`src/design/wsat_pkg.sv`:
```
// Shared types, command codes and constants for the weekly schedule alarm table.
// No dependencies; the controller, datapath and top level refer to this package by scoped name.
`timescale 1ns / 1ps

package wsat_pkg;

  // default table depth
  localparam int DEF_NUM_ENTRIES = 8;

  // field widths
  localparam int CMD_W     = 3;
  localparam int ROW_W     = 3;
  localparam int HOUR_W    = 5;
  localparam int MINUTE_W  = 6;
  localparam int WDAY_W    = 3;
  localparam int MASK_W    = 7;
  localparam int COUNT_W   = 8;

  // command codes
  localparam logic [CMD_W-1:0] CMD_CLEAR        = 3'd0;
  localparam logic [CMD_W-1:0] CMD_SET_TIME     = 3'd1;
  localparam logic [CMD_W-1:0] CMD_SET_PORTIONS = 3'd2;
  localparam logic [CMD_W-1:0] CMD_SET_WEEKDAY  = 3'd3;
  localparam logic [CMD_W-1:0] CMD_TICK         = 3'd4;

  // weekdays run Sunday (0) to Saturday (6)
  localparam logic [WDAY_W-1:0] WEEKDAY_LIMIT = 3'd7;

  // one schedule entry as stored in the RAM
  typedef struct packed {
    logic [HOUR_W-1:0]   hour;
    logic [MINUTE_W-1:0] minute;
    logic [MASK_W-1:0]   mask;
    logic [COUNT_W-1:0]  stored;
  } entry_t;

  localparam int ENTRY_W = $bits(entry_t);

  // controller states
  typedef enum logic [2:0] {
    S_IDLE,
    S_RMW_RD,
    S_RMW_WR,
    S_SCAN_RD,
    S_SCAN_CMP
  } state_t;

  // controller to datapath commands
  typedef struct packed {
    logic accept;
    logic rd_en;
    logic rd_scan;
    logic wr_en;
    logic idx_clr;
    logic idx_inc;
    logic found;
  } ctrl_cmd_t;

  // datapath to controller status
  typedef struct packed {
    logic is_write;
    logic is_scan;
    logic hit;
    logic idx_last;
  } dp_status_t;

endpackage

```
`src/design/wsat_ram.sv`:
```
// Generic single-write, single-read RAM with registered read data.
// No dependencies.
`timescale 1ns / 1ps

module wsat_ram #(
  parameter int WIDTH = 8,
  parameter int DEPTH = 8,
  localparam int AW = (DEPTH > 1) ? $clog2(DEPTH) : 1
) (
  input  logic             clk,
  input  logic             we,
  input  logic [AW-1:0]    waddr,
  input  logic [WIDTH-1:0] wdata,
  input  logic             re,
  input  logic [AW-1:0]    raddr,
  output logic [WIDTH-1:0] rdata
);

  logic [WIDTH-1:0] mem [DEPTH];

  // write port
  always_ff @(posedge clk) begin
    if (we) begin
      mem[waddr] <= wdata;
    end
  end

  // registered read port
  always_ff @(posedge clk) begin
    if (re) begin
      rdata <= mem[raddr];
    end
  end

endmodule

```
`src/design/wsat_ctrl.sv`:
```
// Controller state machine: sequences entry updates and tick scans.
// Depends on wsat_pkg for the state, command and status types.
`timescale 1ns / 1ps

module wsat_ctrl (
  input  logic                clk,
  input  logic                rst,
  input  logic                start,
  input  wsat_pkg::dp_status_t st,
  output wsat_pkg::ctrl_cmd_t  cmd,
  output logic                busy
);

  wsat_pkg::state_t state, state_next;

  // state register
  always_ff @(posedge clk) begin
    if (rst) begin
      state <= wsat_pkg::S_IDLE;
    end else begin
      state <= state_next;
    end
  end

  // next state
  always_comb begin
    state_next = state;
    case (state)
      wsat_pkg::S_IDLE: begin
        if (start) begin
          if (st.is_write) begin
            state_next = wsat_pkg::S_RMW_RD;
          end else if (st.is_scan) begin
            state_next = wsat_pkg::S_SCAN_RD;
          end
        end
      end
      wsat_pkg::S_RMW_RD:  state_next = wsat_pkg::S_RMW_WR;
      wsat_pkg::S_RMW_WR:  state_next = wsat_pkg::S_IDLE;
      wsat_pkg::S_SCAN_RD: state_next = wsat_pkg::S_SCAN_CMP;
      wsat_pkg::S_SCAN_CMP: begin
        if (st.hit || st.idx_last) begin
          state_next = wsat_pkg::S_IDLE;
        end else begin
          state_next = wsat_pkg::S_SCAN_RD;
        end
      end
      default: state_next = wsat_pkg::S_IDLE;
    endcase
  end

  // outputs
  always_comb begin
    cmd  = '0;
    busy = 1'b1;
    case (state)
      wsat_pkg::S_IDLE: begin
        busy        = 1'b0;
        cmd.accept  = start;
        cmd.idx_clr = start;
      end
      wsat_pkg::S_RMW_RD: begin
        cmd.rd_en = 1'b1;
      end
      wsat_pkg::S_RMW_WR: begin
        cmd.wr_en = 1'b1;
      end
      wsat_pkg::S_SCAN_RD: begin
        cmd.rd_en   = 1'b1;
        cmd.rd_scan = 1'b1;
      end
      wsat_pkg::S_SCAN_CMP: begin
        cmd.found   = st.hit;
        cmd.idx_inc = !st.hit && !st.idx_last;
      end
      default: begin
        busy = 1'b1;
      end
    endcase
  end

`ifndef SYNTH
  // a request that needs no table access leaves the block idle
  a_quick_request: assert property (@(posedge clk) disable iff (rst)
    (cmd.accept && !st.is_write && !st.is_scan) |=> !busy)
    else $error("request without table access left the block busy");

  // a table write lasts one cycle and follows its read
  a_write_after_read: assert property (@(posedge clk) disable iff (rst)
    cmd.wr_en |-> ($past(cmd.rd_en) && !$past(cmd.rd_scan)))
    else $error("entry write not preceded by its read");

  // a match is reported only on data read by the scan the cycle before
  a_found_after_scan_read: assert property (@(posedge clk) disable iff (rst)
    cmd.found |-> ($past(cmd.rd_en) && $past(cmd.rd_scan)))
    else $error("match reported without a scan read");

  // the block never accepts while a scan or update is under way
  a_no_accept_busy: assert property (@(posedge clk) disable iff (rst)
    (state != wsat_pkg::S_IDLE) |-> !cmd.accept)
    else $error("request accepted while busy");
`endif

endmodule

```
`src/design/wsat_dp.sv`:
```
// Datapath: request registers, entry RAM with valid bits, scan index,
// entry merge and match logic, result register. Depends on wsat_pkg, wsat_ram.
`timescale 1ns / 1ps

module wsat_dp #(
  parameter int NUM_ENTRIES = wsat_pkg::DEF_NUM_ENTRIES,
  localparam int IDX_W = (NUM_ENTRIES > 1) ? $clog2(NUM_ENTRIES) : 1
) (
  input  logic                                clk,
  input  logic                                rst,
  input  wsat_pkg::ctrl_cmd_t                 cmd,
  output wsat_pkg::dp_status_t                st,
  input  logic [wsat_pkg::CMD_W-1:0]          cmd_in,
  input  logic [wsat_pkg::ROW_W-1:0]          row,
  input  logic [wsat_pkg::HOUR_W-1:0]         hour,
  input  logic [wsat_pkg::MINUTE_W-1:0]       minute,
  input  logic [wsat_pkg::WDAY_W-1:0]         weekday,
  input  logic [wsat_pkg::COUNT_W-1:0]        count,
  output logic [wsat_pkg::COUNT_W-1:0]        portions,
  output logic                                strobe
);

  logic [wsat_pkg::CMD_W-1:0]    cmd_q;
  logic [IDX_W-1:0]              row_q;
  logic [wsat_pkg::HOUR_W-1:0]   hour_q;
  logic [wsat_pkg::MINUTE_W-1:0] minute_q;
  logic [wsat_pkg::WDAY_W-1:0]   weekday_q;
  logic [wsat_pkg::COUNT_W-1:0]  count_q;
  logic [wsat_pkg::MINUTE_W-1:0] last_minute;
  logic [NUM_ENTRIES-1:0]        valid;
  logic                          valid_q;
  logic [IDX_W-1:0]              idx;
  logic [IDX_W-1:0]              raddr;
  logic [wsat_pkg::ENTRY_W-1:0]  ram_q;
  wsat_pkg::entry_t              rd_entry;
  wsat_pkg::entry_t              wr_entry;
  logic                          row_ok;
  logic                          wday_ok;
  logic [wsat_pkg::COUNT_W-1:0]  dispense;

  // decode the request on the ports, flag the last entry and match the tick
  always_comb begin
    row_ok  = 32'(row) < 32'(NUM_ENTRIES);
    wday_ok = weekday < wsat_pkg::WEEKDAY_LIMIT;
    st.is_write = row_ok && ((cmd_in == wsat_pkg::CMD_SET_TIME) ||
                             (cmd_in == wsat_pkg::CMD_SET_PORTIONS) ||
                             ((cmd_in == wsat_pkg::CMD_SET_WEEKDAY) && wday_ok));
    st.is_scan  = (cmd_in == wsat_pkg::CMD_TICK) && (minute != last_minute) && wday_ok;
    st.idx_last = (idx == IDX_W'(NUM_ENTRIES - 1));
    st.hit      = (rd_entry.hour == hour_q) && (rd_entry.minute == minute_q) &&
                  rd_entry.mask[weekday_q];
  end

  // hold the request operands
  always_ff @(posedge clk) begin
    if (cmd.accept) begin
      cmd_q     <= cmd_in;
      row_q     <= IDX_W'(row);
      hour_q    <= hour;
      minute_q  <= minute;
      weekday_q <= weekday;
      count_q   <= count;
    end
  end

  // track the minute of the previous tick
  always_ff @(posedge clk) begin
    if (rst) begin
      last_minute <= '0;
    end else if (cmd.accept && (cmd_in == wsat_pkg::CMD_TICK)) begin
      last_minute <= minute;
    end
  end

  // valid bits: drop all on clear, mark an entry on write
  always_ff @(posedge clk) begin
    if (rst) begin
      valid <= '0;
    end else if (cmd.accept && (cmd_in == wsat_pkg::CMD_CLEAR)) begin
      valid <= '0;
    end else if (cmd.wr_en) begin
      valid[row_q] <= 1'b1;
    end
  end

  // scan index
  always_ff @(posedge clk) begin
    if (cmd.idx_clr) begin
      idx <= '0;
    end else if (cmd.idx_inc) begin
      idx <= idx + IDX_W'(1);
    end
  end

  assign raddr = cmd.rd_scan ? idx : row_q;

  // valid bit follows the registered read
  always_ff @(posedge clk) begin
    if (cmd.rd_en) begin
      valid_q <= valid[raddr];
    end
  end

  wsat_ram #(
    .WIDTH(wsat_pkg::ENTRY_W),
    .DEPTH(NUM_ENTRIES)
  ) u_ram (
    .clk  (clk),
    .we   (cmd.wr_en),
    .waddr(row_q),
    .wdata(wr_entry),
    .re   (cmd.rd_en),
    .raddr(raddr),
    .rdata(ram_q)
  );

  // an entry never written since the last clear reads as zero
  assign rd_entry = valid_q ? wsat_pkg::entry_t'(ram_q) : '0;

  // merge the update into the entry
  always_comb begin
    wr_entry = rd_entry;
    case (cmd_q)
      wsat_pkg::CMD_SET_TIME: begin
        wr_entry.hour   = hour_q;
        wr_entry.minute = minute_q;
      end
      wsat_pkg::CMD_SET_PORTIONS: begin
        wr_entry.stored = count_q - wsat_pkg::COUNT_W'(1);
      end
      wsat_pkg::CMD_SET_WEEKDAY: begin
        wr_entry.mask = rd_entry.mask | (wsat_pkg::MASK_W'(1) << weekday_q);
      end
      default: begin
        wr_entry = rd_entry;
      end
    endcase
  end

  // portions owed by the entry read
  assign dispense = rd_entry.stored + wsat_pkg::COUNT_W'(1);

  // result register: a zero count gives no result
  always_ff @(posedge clk) begin
    if (rst) begin
      strobe <= 1'b0;
    end else begin
      strobe <= cmd.found && (dispense != '0);
    end
  end

  always_ff @(posedge clk) begin
    if (cmd.found) begin
      portions <= dispense;
    end
  end

endmodule

```
`src/design/weekly_schedule_alarm_table_top.sv`:
```
// Top level of the weekly schedule alarm table: controller plus datapath.
// Depends on wsat_pkg, wsat_ctrl, wsat_dp (and through it wsat_ram).
`timescale 1ns / 1ps

// A request is taken at a rising edge with start high and busy low. Clear-all,
// ticks that are not acted on and unused commands need no table access. Set
// time, set portions and set weekday bit go through a read and a write state:
// the entry is read from the single-port-read entry RAM, merged and written
// back. An acted-on tick scans the entries in order, each with a RAM read
// state and then a compare state, and stops at the first matching entry or
// after the last entry. A dispense result appears on portions with strobe
// high for exactly one cycle, the cycle after the matching compare; the
// receiver cannot stall it, and a new request may be accepted in that same
// cycle. No clearing pass is needed after reset: per-entry valid bits make
// the table read as zero at once.
module weekly_schedule_alarm_table_top #(
  parameter int NUM_ENTRIES = wsat_pkg::DEF_NUM_ENTRIES
) (
  input  logic                          clk,
  input  logic                          rst,
  input  logic                          start,
  output logic                          busy,
  input  logic [wsat_pkg::CMD_W-1:0]    cmd,
  input  logic [wsat_pkg::ROW_W-1:0]    row,
  input  logic [wsat_pkg::HOUR_W-1:0]   hour,
  input  logic [wsat_pkg::MINUTE_W-1:0] minute,
  input  logic [wsat_pkg::WDAY_W-1:0]   weekday,
  input  logic [wsat_pkg::COUNT_W-1:0]  count,
  output logic [wsat_pkg::COUNT_W-1:0]  portions,
  output logic                          strobe
);

  wsat_pkg::ctrl_cmd_t  ctrl_cmd;
  wsat_pkg::dp_status_t dp_st;

  // sequencer
  wsat_ctrl u_ctrl (
    .clk  (clk),
    .rst  (rst),
    .start(start),
    .st   (dp_st),
    .cmd  (ctrl_cmd),
    .busy (busy)
  );

  // table storage and match logic
  wsat_dp #(
    .NUM_ENTRIES(NUM_ENTRIES)
  ) u_dp (
    .clk     (clk),
    .rst     (rst),
    .cmd     (ctrl_cmd),
    .st      (dp_st),
    .cmd_in  (cmd),
    .row     (row),
    .hour    (hour),
    .minute  (minute),
    .weekday (weekday),
    .count   (count),
    .portions(portions),
    .strobe  (strobe)
  );

endmodule

```
`config.mk`:
```
export PLATFORM = sky130hd
export DESIGN_NAME = weekly_schedule_alarm_table_top
export DESIGN_NICKNAME = d
export VERILOG_FILES = /design/src/design/wsat_pkg.sv /design/src/design/wsat_ram.sv /design/src/design/wsat_ctrl.sv /design/src/design/wsat_dp.sv /design/src/design/weekly_schedule_alarm_table_top.sv
export SDC_FILE = /design/constraint.sdc
export NUM_CORES = 1
export LEC_CHECK = 0
export BUFFER_PORTS_ARGS = -buffer_cell sky130_fd_sc_hd__buf_2
export CORE_ASPECT_RATIO = 1.4
export CORE_MARGIN = 5
export CORE_UTILIZATION = 50
export CTS_CLUSTER_SIZE = 40
export DETAILED_ROUTE_END_ITERATION = 8
export PLACE_DENSITY_LB_ADDON = 0.1
export RECOVER_POWER = 100
export SYNTH_ARGS = -nofsm -noshare
export SYNTH_HDL_FRONTEND = slang
export SYNTH_HIERARCHICAL = 1
export SYNTH_SLANG_ARGS = --single-unit
```
`constraint.sdc`:
```
create_clock -name clk -period 5.21 [get_ports clk]
set_input_delay 0.521 -clock clk [delete_from_list [all_inputs] [get_ports clk]]
set_output_delay 0.521 -clock clk [all_outputs]
set_load 0.01 [all_outputs]
```
[After elaboration in Yosys (flattened, before gate mapping)]
Memory sizes are Yosys's and may differ from the RTL's. A register that Yosys moved wholly into a read port is not among the register bits.
Cells that the tools add are included.
Cells by class
  add/subtract/negate cells: 3
  magnitude comparators: 5
  equal/unequal tests: 17
  shift operators: 1
  mux-type cells: 24
  bitwise operators: 2
  reduce and logical (&&, ||, !) cells: 21
Operator list (number)
  two-way mux 26 bit: 1
  equality test 3 x 2 -> 1 bit, second input constant: 6
  < comparator 3 x 4 -> 1 bit, second input constant: 3
  two-way mux 3 bit: 4
  case mux 3 bit (4 select lines): 1
  two-way mux 11 bit: 1
  logical AND 1 bit: 10
  two-way mux 1 bit: 10
  equality test 3 x 1 -> 1 bit, second input constant: 3
  equality test 3 bit, second input constant: 3
  adder 8 x 1 -> 8 bit, second input constant: 1
  two-way mux 8 bit: 1
  bitwise OR 8 bit: 1
  nonzero test 8 bit: 1
  subtractor 8 x 1 -> 8 bit, second input constant: 1
  two-way mux 7 bit: 1
  bitwise OR 7 bit: 1
  left shift 1 x 3 -> 7 bit, first input constant: 1
  binary-select mux 1 bit (select 3 bit): 2
  equality test 6 bit: 1
  zero test 3 bit: 2
  != test 6 bit: 1
  equality test 5 bit: 1
  two-way mux 2 bit: 2
  10 further kinds: 14
Storage, ports and cells
  flip-flop bits (word level): 58
  memory bits (writable): 208
  bits of input ports: 31
  memories: 1
Memory list
  u_dp.u_ram.mem: words 8, bits a word 26, rd ports 1, clocked after Yosys merged registers in 1, wr ports 1, line wsat_ram.sv:19  | logic [WIDTH-1:0] mem [DEPTH];

[Longest topological paths before layout]
Gate-level depths: netlist of the first run.
  depth in word-level cells: 8
  gate-level depth with buffers: 11
  mapped depth without buffers: 8

[Modules after synthesis]
The synthesis of the first run kept the hierarchy.
Modules (own cells, without submodules)
  wsat_ram: instances 1, cells each 340, area each 8823.5 um2
  wsat_dp: instances 1, cells each 285, area each 2956.6 um2
  wsat_ctrl: instances 1, cells each 23, area each 182.7 um2

[Least setup slack after synthesis of the first run]
OpenSTA, ideal clock, no wires.
  path kind: reg-to-reg
  from: register u_ctrl.state[0]
  to: register u_dp.u_ram.rdata[1] (read register of u_dp.u_ram.mem), data pin
  arrival time: 3.001 ns
  setup slack: 1.949 ns
  cell stages (with the launch flop): 9
  buffers on the path: 2
  period minus slack after synthesis: 3.261 ns
  cell sequence: dfxtp_1 -> nor2b_2 -> and2_4 -> mux2i_1 -> inv_1 -> buf_6 -> buf_6 -> mux4_1 -> mux2_2
RTL lines
  from (decl): line wsat_ctrl.sv:14  | wsat_pkg::state_t state, state_next;
  from (signal assigned): line wsat_ctrl.sv:19  | state <= wsat_pkg::S_IDLE;
  from (signal assigned): line wsat_ctrl.sv:21  | state <= state_next;
  to (decl): line wsat_ram.sv:16  | output logic [WIDTH-1:0] rdata

==> flow_summary.ini, run 1 <==
[run_status]
status = finished with violations
violations = capacitance limit, slew limit

[final_layout]
post_route_cells_drive_above_1_share_pct = 15.8
fillCellCount = 1904
fin_nets = 743
diodes = 0
areaGrowthSynthToFinish_pct = 12.0
final_core_util_pct = 56.3

[floorplan]
start_util_pct = 50.2
die_x_um = 141
pin_count = 41
die_area_um2 = 27200
rows = 67
design.core.area_um2 = 23800
fp.dieH_um = 193

[routing]
wl_um = 23900
vias_per_cell = 5.71
drtIter0Drc = 308
post_drt_wl_per_cell_um = 23.1
dr.pass1.iters = 5
dr_total_vias = 5918
drc = 0
final_antenna_net_count = 0

[worst_setup_path]
reg2reg_from = u_dp/valid_q$_DFFE_PP_
cpLargestDelayFamily = compound AO/OA/AOI/OAI gates
critPathLaunch = u_dp/valid_q$_DFFE_PP_
critPathMaxFanout = 23
crit_path_top_delay_cell = a2111oi_0
cp_num_cells = 6
arrival_ps = 4560
cp_slowest_stage_delay_ps = 1370
crit_buf_inv = 1
critical_path_class = reg2reg
cp-end-kind = flip-flop
startpoint_type = flip-flop
crit_chain = clkbuf_1, nand4_1, a2111oi_0, and3_1, and2b_2, o41a_1
critical_path_required_ps = 5680
reg2regPathDepth = 6

[synth]
ys_ff_latch = 292
synth_area_um2 = 12000
synth_ff_type = edfxtp_1
synth_xor_area_share_pct = 1.90
synth.distinct_cells = 51
syn_avg_cell_area_um2 = 18.5
synth-compound-area-share_pct = 3.23
synthMuxAreaShare_pct = 15.4
synthesis.nets = 684
synth_top_family_by_area = multiplexers
yosys_warnings = 6
synth_edf_count = 271
async_flop_share_pct = 0
synth-simple-area-share_pct = 5.69
yosysSeqAreaShare_pct = 71.5
synthAdderAreaFrac_pct = 0.523
syn_inst = 648

[min_path]
min-delay-start = hour[0]
hp-class = in2reg
whs_path_depth = 1

[clock_network]
clkLatencyLatePin_ps = 540
htreeDepth = 1
numCtsBuffers = 28
cts-root-buf = clkbuf_16
clk_pin_slew_ps = 70
cts_max_path_buffers = 3
cts_sinks = 292
cts_setup_buffers = 0
ctsResizeCount = 0
hold_buffers = 0
cts_tree = yes

[sta]
setup_viol = 0
finalHoldViolations = 0
worstMarginPinSlew_ps = 2230
maxSlewViolCount = 249
layout_setup_ws_ps = 1120
grt_setup_unrepaired = false
fin_skew_ps = 22.6
clock.fmax_ghz = 0.244
period_minus_slack_ps = 4090
finalCritPeriodShare_pct = 78.6
max_slew_margin_pct = -48.7
fin_setup_tns_ps = 0

[job]
maxCapViolCount = 10

[placement]
pre_cts_ws_ps = 1770
io_buffer_count = 40
gp_congestion = 0.734
hpwl_um = 14100

[global_route]
grt_start_max_net_pins = 34
grt_usage_pct = 17.7
grt_pass1_vias = 6209
grt_overflow_total = 0
antenna_found_initial = 0
grt_pass1_wl_um = 36000

[pwr]
report.power.total_mw = 5.44
max-vdd-ir-drop_uv = 319
power_density_nw_per_um2 = 406
p_leak_nw = 4.49
-- flip-flops by register name, indices dropped and copies added (netlist names) --
register,flops
u_dp/strobe,1
u_dp/last_minute,6
u_dp/weekday_q,3
u_dp/portions,8
u_dp/hour_q,5
u_dp/u_ram/mem,208
u_dp/count_q,8
u_dp/idx,3
u_dp/valid,8
u_dp/cmd_q,3
u_ctrl/state,3
u_dp/minute_q,6
u_dp/row_q,3
u_dp/u_ram/rdata,26
u_dp/valid_q,1
-- where the power goes --
part | switching (mW) | total [mW] | internal, mW | leakage (nW)
Combinational | 0.292 | 0.496 | 0.204 | 1.37
Sequential | 0.0731 | 2.81 | 2.74 | 2.66
Clock | 0.827 | 2.13 | 1.31 | 0.468
Total | 1.19 | 5.44 | 4.25 | 4.49
-- layer usage --
metal / up-vias / GRT usage [%] / part of all wire, %
met2: 92 / 32.5 / 53
met1: 3078 / 22.4 / 41
li1: 2718 / - / -
met4: 0 / 4.59 / 2.0
met3: 30 / 2.27 / 3.3
met5: - / 0 / 0
-- layout make-up --
type | instances | area (µm²) | area share (%)
Clock buffer | 34 | 744 | 5.56
Inverter | 9 | 33.8 | 0.252
Clock inverter | 16 | 228 | 1.70
Sequential cell | 292 | 8560 | 63.9
Tap cell | 310 | 388 | 2.90
Timing Repair Buffer | 55 | 240 | 1.79
Multi-Input combinational cell | 321 | 3200 | 23.9
-- stage by stage --
step | hold WS [ps] | cell area, µm² | instances
detailed placement | 456 | 12500 | 987
CTS | 129 | 13500 | 1037
finish | 153 | 13400 | 1037
global placement | 458 | 12500 | 987
global route | 138 | 13400 | 1037
floorplan | 435 | 12000 | 648
-- logic make-up after synthesis --
logic type / after synthesis
xor+xnor: 26
compound gates: 59
mux: 97
fa+ha+maj: 5
simple gates: 134
flops: 292
buf+inv: 35
-- path summary, 6_finish.rpt --
check | end | slack [ps]
setup / recovery | u_dp/strobe$_SDFF_PP0_ | 1120
hold reg to reg | u_dp/valid[4]$_SDFFE_PP0P_ | 470
setup reg to reg | u_dp/strobe$_SDFF_PP0_ | 1120
hold / removal | u_dp/hour_q[0]$_DFFE_PP_ | 150
-- placed cells by master (no fill, tap or decap), types with 4 or more instances in the layout --
cell type,count
and3_1,7
ha_1,5
nor3_1,8
a22oi_1,4
nor2_2,6
nor2_1,29
mux4_1,46
a31o_2,4
o21a_1,8
clkbuf_1,39
a21oi_1,7
mux2_2,28
edfxtp_1,271
nand2b_1,6
dfxtp_1,21
buf_2,18
nand2_1,46
mux2i_1,15
bufinv_16,6
mux4_2,7
inv_1,8
xnor2_1,18
clkinv_1,7
xor2_1,8
o21ai_0,24
nand3_1,6
clkbuf_16,29
-- synthesized netlist by cell type, types with 3 or more instances --
cell type	n	area (µm²)
a21oi_1	7	35.0
a22oi_1	4	30.0
a31o_2	4	35.0
and3_1	7	43.8
and4bb_2	3	37.5
buf_6	7	78.8
clkbuf_1	14	52.6
dfxtp_1	21	420
edfxtp_1	271	8140
ha_1	5	62.6
inv_1	9	33.8
mux2_2	29	327
mux2i_1	15	150
mux4_1	46	1210
mux4_2	7	158
nand2_1	46	173
nand2b_1	6	37.5
nand3_1	6	30.0
nor2_1	35	131
nor3_1	8	40.0
nor3b_1	3	22.5
o21a_1	8	60.1
o21ai_0	24	120
o31ai_1	3	22.5
xnor2_1	18	158
xor2_1	8	70.1
Power figures use the tool's default switching activity.
==> inputs of run 2 (changes only) <==
Clock period 5.21 ns to 3.45 ns, I/O delays scaled along.
==> flow_summary.ini, run 2 (synthesized netlist as in run 1, its figures left out) <==
[sta]
max_slew_margin_pct = -40.7
whs_ps = 71.9
grt_setup_unrepaired = false
fin_setup_tns_ps = 0
finalHoldViolations = 0
fin_skew_ps = 12.2
finalCritPeriodShare_pct = 87.5
worstMarginPinSlew_ps = 2110
setup_viol = 0
period_minus_slack_ps = 3020
clock.fmax_ghz = 0.331
maxSlewViolCount = 28

[floorplan]
die_area_um2 = 27200
start_util_pct = 50.2
fp.dieH_um = 193
design.core.area_um2 = 23800
die_x_um = 141
pin_count = 41
rows = 67

[worst_setup_path]
crit_chain = xnor2_1, a31o_2, a22oi_1, or4_1, a2111oi_0, clkbuf_1, and3_1, and2b_2, o41a_1
critPathMaxFanout = 9
crit_path_top_delay_cell = or4_1
cp_slowest_stage_delay_ps = 570
reg2regPathDepth = 9
arrival_ps = 3490
critical_path_required_ps = 3920
reg2reg_to = u_dp/strobe$_SDFF_PP0_
reg2reg_from = u_dp/u_ram/rdata[17]$_DFFE_PP_
cpLargestDelayFamily = simple AND/OR/NAND/NOR gates
rrSetupSlack_ps = 430
critical_path_class = reg2reg
crit_buf_inv = 1
critPathLaunch = u_dp/u_ram/rdata[17]$_DFFE_PP_
startpoint_type = flip-flop
cp-end-kind = flip-flop

[global_route]
grt_usage_pct = 18.0
grt_pass1_wl_um = 36400
met2_usage_pct = 33.8
grt_pass1_vias = 6267
grt_overflow_total = 0
grt_most_used_layer = met2
grtUsageMet1_pct = 21.9
grt_start_max_net_pins = 55
antenna_found_initial = 0
met3_usage_pct = 2.39

[routing]
final_antenna_net_count = 0
dr_total_vias = 5960
drtIter0Drc = 323
vias_per_cell = 5.63
post_drt_wl_per_cell_um = 23.0
dr.pass1.iters = 4
wl_um = 24300
drc = 0

[clock_network]
cts_tree = yes
hold_buffers = 17
cts-root-buf = clkbuf_16
numCtsBuffers = 27
cts_max_path_buffers = 3
clkLatencyLatePin_ps = 540
cts_setup_buffers = 0
htreeDepth = 1
clk_pin_slew_ps = 60
cts_sinks = 292
ctsResizeCount = 0

[min_path]
whs_endpoint = u_dp/cmd_q[0]$_DFFE_PP_
hp-class = in2reg
min-delay-start = cmd[0]
whs_path_depth = 1

[final_layout]
largest_reg_flops = 208
final_common_cell = edfxtp_1
post_route_cells_drive_above_1_share_pct = 17.6
layout_common_cells = edfxtp_1, nand2_1, mux4_1
top_regs = u_dp/u_ram/mem (208), u_dp/u_ram/rdata (26)
largest-register = u_dp/u_ram/mem
final_core_util_pct = 57.1
fin_nets = 763
diodes = 0
areaGrowthSynthToFinish_pct = 13.6

[pwr]
max-vdd-ir-drop_uv = 477
seqPwrFrac_pct = 51.8
p_leak_nw = 4.61
comb_power_share_pct = 9.6
netSwitchingPower_mw = 1.82
power_density_nw_per_um2 = 602
internal_power_mw = 6.36
report.power.total_mw = 8.18
clock_power_share_pct = 38.6
sw_frac_of_total_pct = 22.3

[run_status]
violations = capacitance limit, slew limit
status = finished with violations

[placement]
io_buffer_count = 40
hpwl_um = 14200
gp_congestion = 0.787

[job]
maxCapViolCount = 1
run 2: cell count changes in the layout (fill, tap and decap cells not counted), moves of 4 or more:
cell / before / now
clkbuf_2: 0 / 10
clkinv_2: 1 / 5
clkbuf_1: 39 / 29
clkinv_1: 7 / 3
dlygate4sd3_1: 0 / 17
run 2: metrics by stage:
step | cells | instance area (µm²) | setup WS [ps]
after floorplan | 648 | 12000 | 189
after global placement | 991 | 12600 | 707
after detailed placement | 991 | 12600 | 667
after CTS | 1058 | 13700 | 628
after global routing | 1058 | 13600 | 252
final | 1058 | 13600 | 430
run 2: how the worst max path moves through the flow:
stage | to | slack (ps) | cells past startpoint
2_1_floorplan | u_dp/u_ram/rdata[1]$_DFFE_PP_ | 190 | 8
3_3_place_gp | u_dp/strobe$_SDFF_PP0_ | 710 | 8
3_5_place_dp | u_dp/strobe$_SDFF_PP0_ | 670 | 9
4_1_cts | u_dp/strobe$_SDFF_PP0_ | 630 | 9
5_1_grt | u_dp/u_ram/rdata[24]$_DFFE_PP_ | 250 | 6
6_report | u_dp/strobe$_SDFF_PP0_ | 430 | 9
run 2: per-layer routing:
metal  wire length, µm  up-vias
met5                 0        -
met4               443        0
met1              9680     3075
met3               771       32
li1                  -     2762
met2             13400       91
run 2: area by class of cell:
type / count / area [µm²]
sequential: 292 / 8560
clock buffer: 29 / 683
inverter: 9 / 33.8
tap: 310 / 388
multi-input combinational: 321 / 3200
fill: 1843 / 10200
clock inverter: 21 / 272
timing repair buffer: 76 / 457
run 2: power groups by stage:
stage | Sequential, mW | Combinational, mW | Clock (mW)
3_5_place_dp | 4.31 | 0.795 | 0
4_1_cts | 4.24 | 0.809 | 3.23
5_1_grt | 4.25 | 0.855 | 3.38
2_1_floorplan | 4.26 | 0.581 | 0
6_report | 4.24 | 0.781 | 3.16
3_3_place_gp | 4.31 | 0.764 | 0
==> inputs of run 3 (changes only) <==
Settings changed: CORE_UTILIZATION 50 to 40.
==> flow_summary.ini, run 3 (synthesized netlist as in run 1, its figures left out) <==
[global_route]
antenna_found_initial = 0
grt_pass1_wl_um = 38300
grt_usage_pct = 15.1
grt_start_max_net_pins = 55
grt_pass1_vias = 6367
grt_overflow_total = 0

[floorplan]
rows = 75
pin_count = 41
design.core.area_um2 = 29700
fp.dieH_um = 215
die_area_um2 = 33500
die_x_um = 156
start_util_pct = 40.2

[final_layout]
fin_nets = 766
areaGrowthSynthToFinish_pct = 13.8
diodes = 0
top_regs = u_dp/u_ram/mem (208), u_dp/u_ram/rdata (26)
largest_reg_flops = 208
fin_cells = 1136
layout_common_cells = edfxtp_1, nand2_1, mux4_1
post_route_cells_drive_above_1_share_pct = 16.2
final_common_cell = edfxtp_1
largest-register = u_dp/u_ram/mem

[pwr]
clock_power_share_pct = 37.2
netSwitchingPower_mw = 1.81
seqPwrFrac_pct = 53.1
max-vdd-ir-drop_uv = 365
internal_power_mw = 6.18
p_leak_nw = 4.56
sw_frac_of_total_pct = 22.7
comb_power_share_pct = 9.7
power_density_nw_per_um2 = 587

[worst_setup_path]
crit_chain = nor2b_1, and2_0, mux2i_1, clkinv_1, buf_6, mux4_1, mux2_2
arrival_ps = 3350
crit_buf_inv = 2
cp_slowest_stage_delay_ps = 570
cp_num_cells = 7
cp-end-kind = flip-flop
startpoint_type = flip-flop
cp-endpoint = u_dp/u_ram/rdata[18]$_DFFE_PP_
reg2reg_from = u_ctrl/state[0]$_SDFFE_PP0P_
critical_path_class = reg2reg
critPathMaxFanout = 52
crit_path_top_delay_cell = mux4_1
critical_path_required_ps = 3740
rrSetupSlack_ps = 400
reg2reg_to = u_dp/u_ram/rdata[18]$_DFFE_PP_
critPathLaunch = u_ctrl/state[0]$_SDFFE_PP0P_
reg2regPathDepth = 7
cpLargestDelayFamily = multiplexers

[sta]
maxSlewViolCount = 43
clock.fmax_ghz = 0.328
whs_ps = 75.6
period_minus_slack_ps = 3050
max_slew_margin_pct = -42.4
finalCritPeriodShare_pct = 88.5
grt_setup_unrepaired = false
fin_skew_ps = 13.3
worstMarginPinSlew_ps = 2140
fin_setup_tns_ps = 0
setup_viol = 0
finalHoldViolations = 0

[routing]
vias_per_cell = 5.29
dr.pass1.iters = 4
drc = 0
final_antenna_net_count = 0
post_drt_wl_per_cell_um = 22.3
wl_um = 25300
drtIter0Drc = 354
dr_total_vias = 6012

[placement]
dp.cells = 1067
io_buffer_count = 40
hpwl_um = 14700
gp_congestion = 0.745

[min_path]
hp-class = in2reg
whs_path_depth = 1

[clock_network]
hold_buffers = 17
htreeDepth = 1
numCtsBuffers = 29
clk_pin_slew_ps = 70
ctsResizeCount = 0
cts_tree = yes
cts_sinks = 292
cts_max_path_buffers = 3
cts-root-buf = clkbuf_16
cts_setup_buffers = 0
clkLatencyLatePin_ps = 540

[run_status]
status = finished with violations
violations = capacitance limit, slew limit

[job]
maxCapViolCount = 3
[run 3: changes by cell type in the layout (fill, tap and decap cells not counted), sizes merged]
cell | previous run | this run
bufinv | 6 | 2
clkbuf | 66 | 77
clkinvlp | 3 | 1
inv | 11 | 9
[run 3: cell type report]
class	count	area, µm²
clock buffers	39	773
clock inverters	13	124
fillers	2563	16100
inverters	9	33.8
multi-input cells	321	3200
flip-flops and latches	292	8560
well taps	385	482
repair buffers	77	448
[run 3: worst min-delay path by stage]
stage / from / to / slack, ps
floorplan: u_dp/valid[2]$_SDFFE_PP0P_ / u_dp/valid[2]$_SDFFE_PP0P_ / 430
global placement: u_dp/valid[6]$_SDFFE_PP0P_ / u_dp/valid[6]$_SDFFE_PP0P_ / 450
detailed placement: u_dp/valid[6]$_SDFFE_PP0P_ / u_dp/valid[6]$_SDFFE_PP0P_ / 460
CTS: weekday[0] / u_dp/weekday_q[0]$_DFFE_PP_ / 7
global route: weekday[0] / u_dp/weekday_q[0]$_DFFE_PP_ / 70
finish: weekday[0] / u_dp/weekday_q[0]$_DFFE_PP_ / 80
[run 3: power groups by stage]
stage,registers (mW),clock network [mW],logic [mW]
global route,4.25,3.22,0.857
CTS,4.24,3.08,0.820
finish,4.24,2.97,0.776
global placement,4.31,0,0.781
floorplan,4.26,0,0.581
detailed placement,4.31,0,0.805
[run 3: routing by layer]
| metal | track usage, % | up-vias | share of wire, % |
|---|---|---|---|
| li1 | - | 2765 | - |
| met1 | 18.5 | 3105 | 39 |
| met2 | 27.8 | 106 | 55 |
| met3 | 2.08 | 36 | 3.6 |
| met4 | 4.11 | 0 | 2.1 |
| met5 | 0 | - | 0 |
[run 3: per-stage QoR]
step,power (mW),area (µm²),util (%),setup WS (ps)
2_1_floorplan,4.84,12000,-,189
3_3_place_gp,5.09,12700,42.6,679
3_5_place_dp,5.12,12700,42.6,575
4_1_cts,8.13,13700,46.2,505
5_1_grt,8.33,13600,45.8,183
6_report,7.99,13600,45.8,397
